===== src/rtl/bdlf_pkg.sv =====
// Package: shared constants, codes and types of the byte deque line finder.
package bdlf_pkg;

    localparam int DEPTH   = 256;
    localparam int CNT_W   = $clog2(DEPTH + 1);
    localparam int TOTAL_W = 9;

    localparam logic [7:0] NEWLINE_BYTE = 8'd10;

    localparam logic [2:0] OP_PUSH_FRONT = 3'd0;
    localparam logic [2:0] OP_PUSH_BACK  = 3'd1;
    localparam logic [2:0] OP_POP_FRONT  = 3'd2;
    localparam logic [2:0] OP_POP_BACK   = 3'd3;
    localparam logic [2:0] OP_QUERY      = 3'd4;
    localparam logic [2:0] OP_CLEAR      = 3'd5;

    localparam logic [1:0] STATUS_OK    = 2'd0;
    localparam logic [1:0] STATUS_EMPTY = 2'd1;
    localparam logic [1:0] STATUS_FULL  = 2'd2;

    typedef enum logic [1:0] {
        CELL_HOLD,
        CELL_SHIFT_UP,
        CELL_SHIFT_DOWN
    } cell_mode_t;

    typedef enum logic [1:0] {
        ST_IDLE,
        ST_EXEC,
        ST_SCAN,
        ST_DONE
    } state_t;

endpackage


===== src/rtl/bdlf_cell.sv =====
// One byte cell of the deque chain: hold, or take a neighbor's byte.
module bdlf_cell (
    input  logic                clk,
    input  bdlf_pkg::cell_mode_t mode,
    input  logic [7:0]          from_left,
    input  logic [7:0]          from_right,
    output logic [7:0]          byte_q
);

    logic [7:0] byte_reg;
    logic [7:0] byte_next;

    always_comb
    begin
        unique case (mode)
            bdlf_pkg::CELL_SHIFT_UP:   byte_next = from_left;
            bdlf_pkg::CELL_SHIFT_DOWN: byte_next = from_right;
            default:                   byte_next = byte_reg;
        endcase
    end

    always_ff @(posedge clk)
    begin
        byte_reg <= byte_next;
    end

    assign byte_q = byte_reg;

endmodule


===== src/rtl/byte_deque_line_finder.sv =====
// Top level: byte deque held in a chain of cells, with a rotating newline scan.
// Order: an accepted item goes through EXEC, then SCAN, then DONE, where done is high.
// Items do not overlap: the scan rotates the whole cell chain once, one cell a cycle,
// and busy stays high until done has shown.
// Reset: state goes idle and the count goes to zero; the cell bytes are not reset.
// The receiver cannot stall: done shows for one cycle; results hold until the next op.
module byte_deque_line_finder (
    input  logic                                clk,
    input  logic                                rst_n,
    input  logic                                start,
    output logic                                busy,
    input  logic [2:0]                          op,
    input  logic [7:0]                          data_byte,
    output logic                                done,
    output logic [7:0]                          popped_byte,
    output logic [1:0]                          status,
    output logic [bdlf_pkg::TOTAL_W-1:0]        element_total,
    output logic signed [bdlf_pkg::TOTAL_W-1:0] newline_position
);

    // Between operations cell 0 holds the front byte; cell k the byte k places behind it.
    // Push front shifts the chain up and injects the byte at cell 0. Pop front
    // shifts it down. Back-end operations and the newline search ride on the
    // scan: the chain rotates down DEPTH times, so at scan step k cell 0 shows
    // logical index k, and after the last step every byte is back in place.

    bdlf_pkg::state_t     state_reg, state_next;
    logic [bdlf_pkg::CNT_W-1:0] count_reg, count_next;
    logic [bdlf_pkg::CNT_W-1:0] scan_reg, scan_next;

    logic [2:0]  op_reg, op_next;
    logic [7:0]  data_reg, data_next;
    logic [7:0]  popped_reg, popped_next;
    logic [1:0]  status_reg, status_next;
    logic        push_back_reg, push_back_next;
    logic        pop_back_reg, pop_back_next;
    logic        found_reg, found_next;
    logic [bdlf_pkg::TOTAL_W-1:0] pos_reg, pos_next;

    bdlf_pkg::cell_mode_t cell_mode;
    logic [7:0] cell_q [bdlf_pkg::DEPTH];
    logic [7:0] front_byte;
    logic [7:0] scan_byte;
    logic       is_full;
    logic       is_empty;
    logic       scan_last;

    // ---------------------------------------------------------------- cell chain
    genvar gi;
    generate
        for (gi = 0; gi < bdlf_pkg::DEPTH; gi++)
        begin : g_cell
            logic [7:0] left_in;
            logic [7:0] right_in;
            if (gi == 0)
            begin : g_first
                assign left_in = data_reg;
            end
            else
            begin : g_inner_left
                assign left_in = cell_q[gi-1];
            end
            if (gi == bdlf_pkg::DEPTH - 1)
            begin : g_last
                assign right_in = scan_byte;
            end
            else
            begin : g_inner_right
                assign right_in = cell_q[gi+1];
            end
            bdlf_cell u_cell (
                .clk        (clk),
                .mode       (cell_mode),
                .from_left  (left_in),
                .from_right (right_in),
                .byte_q     (cell_q[gi])
            );
        end
    endgenerate

    assign front_byte = cell_q[0];
    assign is_full    = (count_reg == bdlf_pkg::CNT_W'(bdlf_pkg::DEPTH));
    assign is_empty   = (count_reg == '0);
    assign scan_last  = (scan_reg == bdlf_pkg::CNT_W'(bdlf_pkg::DEPTH - 1));

    // A pending push back lands on the slot just past the old tail as it rotates
    // by; the byte fed back to the top of the chain is then the pushed one.
    always_comb
    begin
        if (state_reg == bdlf_pkg::ST_SCAN && push_back_reg
            && scan_reg == count_reg - bdlf_pkg::CNT_W'(1))
        begin
            scan_byte = data_reg;
        end
        else
        begin
            scan_byte = front_byte;
        end
    end

    // ---------------------------------------------------------------- control
    always_comb
    begin
        state_next     = state_reg;
        count_next     = count_reg;
        scan_next      = scan_reg;
        op_next        = op_reg;
        data_next      = data_reg;
        popped_next    = popped_reg;
        status_next    = status_reg;
        push_back_next = push_back_reg;
        pop_back_next  = pop_back_reg;
        found_next     = found_reg;
        pos_next       = pos_reg;
        cell_mode      = bdlf_pkg::CELL_HOLD;
        busy           = 1'b1;
        done           = 1'b0;

        unique case (state_reg)
            bdlf_pkg::ST_IDLE:
            begin
                busy = 1'b0;
                if (start)
                begin
                    op_next    = op;
                    data_next  = data_byte;
                    state_next = bdlf_pkg::ST_EXEC;
                end
            end

            bdlf_pkg::ST_EXEC:
            begin
                // Apply the operation; back-end work is deferred to the scan.
                popped_next    = 8'd0;
                status_next    = bdlf_pkg::STATUS_OK;
                push_back_next = 1'b0;
                pop_back_next  = 1'b0;
                found_next     = 1'b0;
                pos_next       = '1;
                scan_next      = '0;
                state_next     = bdlf_pkg::ST_SCAN;
                unique case (op_reg)
                    bdlf_pkg::OP_PUSH_FRONT:
                    begin
                        if (is_full)
                        begin
                            status_next = bdlf_pkg::STATUS_FULL;
                        end
                        else
                        begin
                            cell_mode  = bdlf_pkg::CELL_SHIFT_UP;
                            count_next = count_reg + bdlf_pkg::CNT_W'(1);
                        end
                    end
                    bdlf_pkg::OP_PUSH_BACK:
                    begin
                        if (is_full)
                        begin
                            status_next = bdlf_pkg::STATUS_FULL;
                        end
                        else
                        begin
                            push_back_next = 1'b1;
                            count_next     = count_reg + bdlf_pkg::CNT_W'(1);
                        end
                    end
                    bdlf_pkg::OP_POP_FRONT:
                    begin
                        if (is_empty)
                        begin
                            status_next = bdlf_pkg::STATUS_EMPTY;
                        end
                        else
                        begin
                            popped_next = front_byte;
                            cell_mode   = bdlf_pkg::CELL_SHIFT_DOWN;
                            count_next  = count_reg - bdlf_pkg::CNT_W'(1);
                        end
                    end
                    bdlf_pkg::OP_POP_BACK:
                    begin
                        if (is_empty)
                        begin
                            status_next = bdlf_pkg::STATUS_EMPTY;
                        end
                        else
                        begin
                            pop_back_next = 1'b1;
                            count_next    = count_reg - bdlf_pkg::CNT_W'(1);
                        end
                    end
                    bdlf_pkg::OP_CLEAR:
                    begin
                        count_next = '0;
                    end
                    default:
                    begin
                        // Query and unused codes change nothing.
                    end
                endcase
            end

            bdlf_pkg::ST_SCAN:
            begin
                // Rotate one place; cell 0 shows logical index scan_reg.
                cell_mode = bdlf_pkg::CELL_SHIFT_DOWN;
                if (pop_back_reg && scan_reg == count_reg)
                begin
                    popped_next = front_byte;
                end
                if (!found_reg && scan_reg < count_reg && scan_byte == bdlf_pkg::NEWLINE_BYTE)
                begin
                    found_next = 1'b1;
                    pos_next   = bdlf_pkg::TOTAL_W'(scan_reg);
                end
                if (scan_last)
                begin
                    state_next = bdlf_pkg::ST_DONE;
                end
                else
                begin
                    scan_next = scan_reg + bdlf_pkg::CNT_W'(1);
                end
            end

            bdlf_pkg::ST_DONE:
            begin
                done       = 1'b1;
                state_next = bdlf_pkg::ST_IDLE;
            end

            default:
            begin
                state_next = bdlf_pkg::ST_IDLE;
            end
        endcase
    end

    // Control registers: cleared by reset.
    always_ff @(posedge clk or negedge rst_n)
    begin
        if (!rst_n)
        begin
            state_reg <= bdlf_pkg::ST_IDLE;
            count_reg <= '0;
            scan_reg  <= '0;
        end
        else
        begin
            state_reg <= state_next;
            count_reg <= count_next;
            scan_reg  <= scan_next;
        end
    end

    // Payload registers: no reset needed.
    always_ff @(posedge clk)
    begin
        op_reg        <= op_next;
        data_reg      <= data_next;
        popped_reg    <= popped_next;
        status_reg    <= status_next;
        push_back_reg <= push_back_next;
        pop_back_reg  <= pop_back_next;
        found_reg     <= found_next;
        pos_reg       <= pos_next;
    end

    assign popped_byte      = popped_reg;
    assign status           = status_reg;
    assign element_total    = bdlf_pkg::TOTAL_W'(count_reg);
    assign newline_position = pos_reg;

    // ---------------------------------------------------------------- assertions
    a_accept_busy: assert property (@(posedge clk) disable iff (!rst_n)
        (start && !busy) |=> busy)
        else $error("busy not raised after an accepted item");

    a_count_bound: assert property (@(posedge clk) disable iff (!rst_n)
        count_reg <= bdlf_pkg::CNT_W'(bdlf_pkg::DEPTH))
        else $error("element count exceeds depth");

    a_full_total: assert property (@(posedge clk) disable iff (!rst_n)
        (done && status == bdlf_pkg::STATUS_FULL)
        |-> (element_total == bdlf_pkg::TOTAL_W'(bdlf_pkg::DEPTH)))
        else $error("dropped push reported with a queue that is not full");

    a_empty_pop: assert property (@(posedge clk) disable iff (!rst_n)
        (done && status == bdlf_pkg::STATUS_EMPTY)
        |-> (element_total == '0 && popped_byte == 8'd0 && newline_position == '1))
        else $error("pop on empty queue reported with held bytes");

    a_done_after_scan: assert property (@(posedge clk) disable iff (!rst_n)
        done |-> $past(state_reg) == bdlf_pkg::ST_SCAN)
        else $error("result strobe without a finished scan");

endmodule

===== config.mk =====
export PLATFORM = sky130hd
export DESIGN_NAME = byte_deque_line_finder
export DESIGN_NICKNAME = d
export VERILOG_FILES = /design/src/rtl/bdlf_pkg.sv /design/src/rtl/bdlf_cell.sv /design/src/rtl/byte_deque_line_finder.sv
export SDC_FILE = /design/constraint.sdc
export NUM_CORES = 2
export LEC_CHECK = 0
export BUFFER_PORTS_ARGS = -buffer_cell sky130_fd_sc_hd__buf_2
export CAP_MARGIN = 20
export CELL_PAD_IN_SITES_DETAIL_PLACEMENT = 0
export CELL_PAD_IN_SITES_GLOBAL_PLACEMENT = 1
export CORE_UTILIZATION = 56
export CTS_CLUSTER_DIAMETER = 200
export DETAILED_ROUTE_END_ITERATION = 12
export PLACE_DENSITY_LB_ADDON = 0.1
export SETUP_SLACK_MARGIN = 0.05
export SLEW_MARGIN = 20
export SYNTH_ARGS = -nofsm -noshare
export SYNTH_HDL_FRONTEND = slang
export SYNTH_SLANG_ARGS = --single-unit

===== constraint.sdc =====
create_clock -name clk -period 50.7 [get_ports clk]
set_input_delay 2.535 -clock clk [delete_from_list [all_inputs] [get_ports clk]]
set_output_delay 2.535 -clock clk [all_outputs]
set_load 0.05 [all_outputs]

# Word level (Yosys, flattened, before mapping)
# Index checks and enable logic that the tools add are counted.
[classes] eq_ne=21 reduce_logical=20 n_mux=284 order_cmp=1 add_sub_neg=3
[ops] operator="8-bit case mux with 2 select lines" n=257
[ops] operator="9-bit 2-to-1 mux" n=4
[ops] operator="9-bit case mux with 2 select lines" n=2
[ops] operator="8-bit 2-to-1 mux" n=4
[ops] operator="9-bit case mux with 3 select lines" n=1
[ops] operator="9-bit by 1-bit adder with 9-bit output, second input constant" n=2
[ops] operator="9-bit == test" n=2
[ops] operator="2-bit case mux with 2 select lines" n=3
[ops] operator="2-bit inequality test, second input constant" n=5
[ops] operator="2-bit AND reduction" n=5
[ops] operator="9-bit by 8-bit == test with 1-bit output, second input constant" n=1
[ops] operator="9-bit == test, second input constant" n=1
[ops] operator="9-bit logical NOT" n=1
[ops] operator="9-bit less-than comparator" n=1
[ops] operator="9-bit by 1-bit subtractor with 9-bit output, second input constant" n=1
[ops] operator="8-bit by 4-bit == test with 1-bit output, second input constant" n=1
[ops] operator="2-bit 2-to-1 mux" n=4
[ops] operator="2-bit case mux with 4 select lines" n=1
[ops] operator="1-bit 2-to-1 mux" n=7
[ops] operator="2-bit == test, second input constant" n=3
[ops] operator="3-bit by 2-bit == test with 1-bit output, second input constant" n=2
[ops] operator="1-bit logical AND" n=5
[ops] operator="2-bit by 1-bit == test with 1-bit output, second input constant" n=2
[ops] operator="2-bit by 1-bit inequality test with 1-bit output, second input constant" n=2
[ops] operator="other kinds (10)" n=12
[totals] word_cells=596 input_bits=14 ff_bits=2101

# Logic depth before layout (Yosys ltp)
[depth] depth_word=8 mapped_depth=14 mapped_depth_nobuf=10

# Hierarchy
# From an unflattened synthesis, not the netlist that was laid out.
[unflattened] cells_unflattened=5429 hier_area_um2=103431.7
[by_module_without_submodules] mod="bdlf_cell" area_per_inst_um2=391.6 instances=256 seq_area_each_um2=240.2 cells_each=20
[by_module_without_submodules] mod="byte_deque_line_finder" area_per_inst_um2=3175.5 instances=1 seq_area_each_um2=1491.4 cells_each=309

# Worst setup path after synthesis
# Ideal clock, no wire load.
[synth_path] path_kind="register to register" startpoint="register count_reg (netlist bit element_total[1])" endpoint="register g_cell[0].u_cell.byte_reg[0], enable pin" arrival_ps=41802 stages_incl_launch_ff=10 slack_ps=6522 n_path_buf=0 synth_period_minus_slack_ps=44178 path_cell_list="dfrtp_1 > inv_1 > ha_1 > nor3b_1 > nand2_1 > o21ai_0 > nor3b_1 > o21a_1 > ha_1 > inv_1"
[synth_between] elab_chain_cells=6 elab_cells_between_ends=9 classes_between="eq/ne (3); mux (4); reduce/logical (2)"
[synth_lines] element="start: declaration" line_no="byte_deque_line_finder.sv:28" text="logic [bdlf_pkg::CNT_W-1:0] count_reg, count_next;"
[synth_lines] element="start signal: assignment" line_no="byte_deque_line_finder.sv:251" text="count_reg <= count_next;"
[synth_lines] element="9-bit == test or 9-bit logical NOT (tied branches)" line_no="byte_deque_line_finder.sv:82, byte_deque_line_finder.sv:83"
[synth_lines] element="1-bit 2-to-1 mux or 2-bit 2-to-1 mux (tied branches)" line_no="byte_deque_line_finder.sv:145, byte_deque_line_finder.sv:169"
[synth_lines] element="2-bit case mux with 2 select lines (*)" line_no="byte_deque_line_finder.sv:142" text="unique case (op_reg)"
[synth_lines] element="2-bit case mux with 2 select lines (*)" line_no="byte_deque_line_finder.sv:119" text="unique case (state_reg)"
[synth_lines] element="2-bit by 1-bit == test with 1-bit output or 2-bit == test (tied branches)" line_no="bdlf_cell.sv:15" text="unique case (mode)"
[synth_lines] element="2-bit nonzero test (no line) (*)"
[synth_lines] element="end signal: assignment" line_no="bdlf_cell.sv:24" text="byte_reg <= byte_next;"
[synth_lines] element="end: declaration" line_no="bdlf_cell.sv:10" text="logic [7:0] byte_reg;"
# Mark *: on every way between the ends. The rest lies on a longest branch, timed or not.
# A chain may end at the register's enable or synchronous reset.

# Worst setup path in the final report
[layout_path] startpoint="register count_reg (netlist bit element_total[0])" endpoint="register g_cell[54].u_cell.byte_reg[5], enable pin"
[layout_between] elab_chain_cells=6 elab_cells_between_ends=9 classes_between="eq/ne (3); mux (4); reduce/logical (2)"
[layout_lines] element="9-bit == test or 9-bit logical NOT (tied branches)" line_no="byte_deque_line_finder.sv:82, byte_deque_line_finder.sv:83"
[layout_lines] element="1-bit 2-to-1 mux or 2-bit 2-to-1 mux (tied branches)" line_no="byte_deque_line_finder.sv:145, byte_deque_line_finder.sv:169"
[layout_lines] element="2-bit case mux with 2 select lines (*)" line_no="byte_deque_line_finder.sv:142"
[layout_lines] element="2-bit case mux with 2 select lines (*)" line_no="byte_deque_line_finder.sv:119"
[layout_lines] element="2-bit by 1-bit == test with 1-bit output or 2-bit == test (tied branches)" line_no="bdlf_cell.sv:15"
[layout_lines] element="2-bit nonzero test (no line) (*)"
[layout_lines] element="end signal: assignment" line_no="bdlf_cell.sv:24"
[layout_lines] element="end: declaration" line_no="bdlf_cell.sv:10"
# Marked as above.

==> summary.md <==
| Metric | Value |
|---|---|
| LEAKAGE | `around 31 nW` |
| Count of warnings emitted by yosys | `0` |
| Comb pwr share | `29.5%` |
| Area leader, netlist | `edfxtp_1` |
| Total CTS buffers | `~210` |
| Largest net degree at the start of global routing | `191` |
| Clock latency on the worst-skew pair | `around 800 ps` |
| Global-route met1 utilization | `22.9%` |
| Final antenna diode count | `0` |
| Tot GR Track Use | `15.2%` |
| Number of flip-flops under the largest register name | `2048` |
| CTS hold repair buffers | `0` |
| Area of the core region | `approximately 0.16 sq mm` |
| Num ports | `44` |
| List of most frequent post-synthesis cells | `2081 x edfxtp_1, 2033 x mux2_2, 234 x clkbuf_1, 28 x o21ai_0, 27 x inv_1` |
| Post-layout total power | `7.07 mW` |
| Total Wirelength | `121000 um` |
| Synth top area share | `70.5%` |
| Final TNS setup | `0 ps` |
| Power per standard cell area | `about 73 mW/mm^2` |
| Max Fclk | `around 130 MHz` |
| Number of unique standard cell types used by synthesis | `58` |
| Final routed wire length divided by cell count | `17.4 um` |
| Most numerous cell in the Yosys netlist | `edfxtp_1` |
| Die area | `between 0.15 and 0.2 sq mm` |
| Post-synthesis register bit count | `2101` |
| TritonCTS clock tree | `yes` |
| Maximum count of clock buffers along a single path | `3` |
| Clock share of power | `20.4%` |
| Fraction of final layout cells with drive strength greater than 1 | `between 40 and 50%` |
| Post-CTS Setup Repair Bufs | `0` |
| Asr flop ratio synth | `0.952%` |
| Total nets after synthesis | `4694` |
| Endpoint type of the worst setup path | `flop` |
| Top post-synthesis cells by area | `edfxtp_1 70%, mux2_2 26%, clkbuf_1 0.99%` |
| First-pass GRT wire length | `around 200000 um` |
| Top_reg_cell synth | `edfxtp_1` |
| Mean cell area of the mapped netlist | `19.0 sq um` |
| CTS Root Cell | `clkbuf_16` |
| Clock net sink count | `2101` |
| Sequential share of the synthesized area | `71.1%` |
| Area overhead of the layout relative to synthesis | `9.88%` |
| Syn Std Cell Area | `0.0886 sq mm` |
| Estimated wirelength of the detail-placed design | `67100 um` |
| Crit path arrival time | `around 8300 ps` |
| Data required time at the worst endpoint | `51120 ps` |
| Post-cts sizing count | `0` |
| Largest fanout on the critical path | `190` |
| Peak supply drop | `0.0529 mV` |
| Number of flops mapped to enable cells by yosys | `2081` |
| Clock Pin Slew Worst Setup and Hold Paths | `~60 ps` |
| Unrepaired setup endpoints after global routing | `no` |
| Internal power consumption | `5.10 mW` |
| Time the final worst path needs with I/O delays and setup | `roughly 8000 ps` |
| Count of TritonRoute iterations in the first routing pass | `5` |
| Starting density of the core | `56.5%` |
| Routability congestion estimate | `between 0.7 and 0.8` |
| Flop pwr share | `50.0%` |
| Number of max-slew violations in the final report | `0` |
| Reported net switching power | `1.97 mW` |
| CP Launch Type | `flop` |
| M2 GR Usage | `22.2%` |
| Maximum level of the CTS H-tree | `4` |
| Most used routing layer in global routing | `met1` |
| Initial drt markers | `~2900` |
| Outcome | `complete, no violations` |
| Period utilisation layout | `15.6%` |
| Num rows | `145` |
| Setup Crit Path Kind | `flop to flop` |
| Cells after Synth | `4661` |
| Routed via count | `between 30000 and 40000` |
| Horizontal extent of the die | `400 um` |
| Setup violators final | `0` |
| Max-cap violations | `0` |
| Number of nets in the layout | `4760` |
| Port bufs | `43` |
| Met3 Use GR | `approximately 3.1%` |
| Slew Limit Headroom | `~29%` |
| Vias in the first global route | `approximately 39000` |
| Residual DRC | `0` |
| Final hold vios | `0` |
| Leftover overflow at the end of global routing | `0` |
| Initial antenna violation count | `0` |
| Number of antenna-violating nets in the routed design | `0` |
| Final setup skew | `19.7 ps` |
| Number of vias per cell after detailed routing | `approximately 5.6` |
| Switching power share of the total | `27.8%` |
| DIE HEIGHT | `around 400 um` |
| Slew at the pin closest to its max-slew limit | `approximately 1100 ps` |
| Hold Crit Class | `flop to flop` |
## layout by cell type, fill, tap and decap left out, types with 20 or more instances in the layout
cell type	netlist	final
edfxtp_1	2081	2081
mux2_2	2033	2033
clkbuf_16	0	219
clkbuf_1	234	65
clkinv_1	0	61
buf_2	3	43
buf_4	1	42
clkinv_2	0	30
o21ai_0	28	28
inv_1	27	26
nor2_1	24	24
nand2_1	23	23
dfrtp_1	20	20
## final timing paths
check	from	to	slack, ps	cells after the start
min in group asynchronous	rst_n	element_total[7]	1700	1
worst max register to register	element_total[0]	g_cell[54].u_cell.byte_q[5]	42780	14
worst min-delay path	g_cell[255].u_cell.byte_q[7]	g_cell[254].u_cell.byte_q[7]	540	1
worst min register to register	g_cell[255].u_cell.byte_q[7]	g_cell[254].u_cell.byte_q[7]	540	1
worst max-delay path	element_total[0]	g_cell[54].u_cell.byte_q[5]	42780	14
max in group asynchronous	rst_n	element_total[4]	48640	1
## layer usage
layer  up-vias  part of all wire (%)
li1      18700                     -
met1     19400                    50
met2       407                    45
met3       204                   3.4
met4         0                   2.0
met5         -                     0
## layout make-up
class / count / area [sq um]
flip-flops and latches: 2101 / 63000
fillers: 11400 / 59400
multi-input cells: 2290 / 24600
clock buffers: 284 / 5720
well taps: 2058 / 2570
repair buffers: 95 / 727
clock inverters: 103 / 653
inverters: 27 / 109
## stage by stage
stage | instance area (sq um) | hold slack (ps) | setup WS [ps] | instances | util [%]
after global placement | 90900 | 525 | 42860 | 6568 | 58.0
after detailed placement | 90900 | 534 | 42720 | 6568 | 58.0
after global routing | 97400 | 568 | 42170 | 6958 | 62.1
after floorplan | 88600 | 521 | 6520 | 4661 | -
final | 97400 | 545 | 42780 | 6958 | 62.1
after CTS | 97300 | 543 | 42750 | 6955 | 62.1
## cell families after synthesis
| family | after synthesis | synth area share, % |
|---|---|---|
| AO/OA/AOI/OAI | 92 | 0.666 |
| XOR/XNOR | 9 | 0.0889 |
| adder cells (fa/ha/maj) | 19 | 0.268 |
| buffers and inverters | 270 | 1.19 |
| flip-flops | 2101 | 71.1 |
| multiplexers | 2035 | 25.9 |
| AND/OR/NAND/NOR | 135 | 0.877 |
## worst max-delay path, stage by stage (launching register included)
cell and delay (ps):
dfrtp_1 490, inv_1 120, ha_1 280, nor3b_1 440, nand2_1 210, o21ai_0 350
nor3b_1 90, o21a_1 210, ha_4 260, inv_8 530, buf_12 700, buf_4 930
buf_4 860, buf_4 860, buf_12 720
## power by group through the flow
stage / Clock (mW) / Sequential (mW) / Combinational (mW)
global route: 1.57 / 3.64 / 2.28
global placement: 0 / 3.57 / 2.03
finish: 1.45 / 3.54 / 2.09
floorplan: 0 / 5.11 / 1.76
detailed placement: 0 / 3.58 / 2.10
CTS: 1.50 / 3.55 / 2.11
No activity file was read; power rests on OpenSTA's default activity.
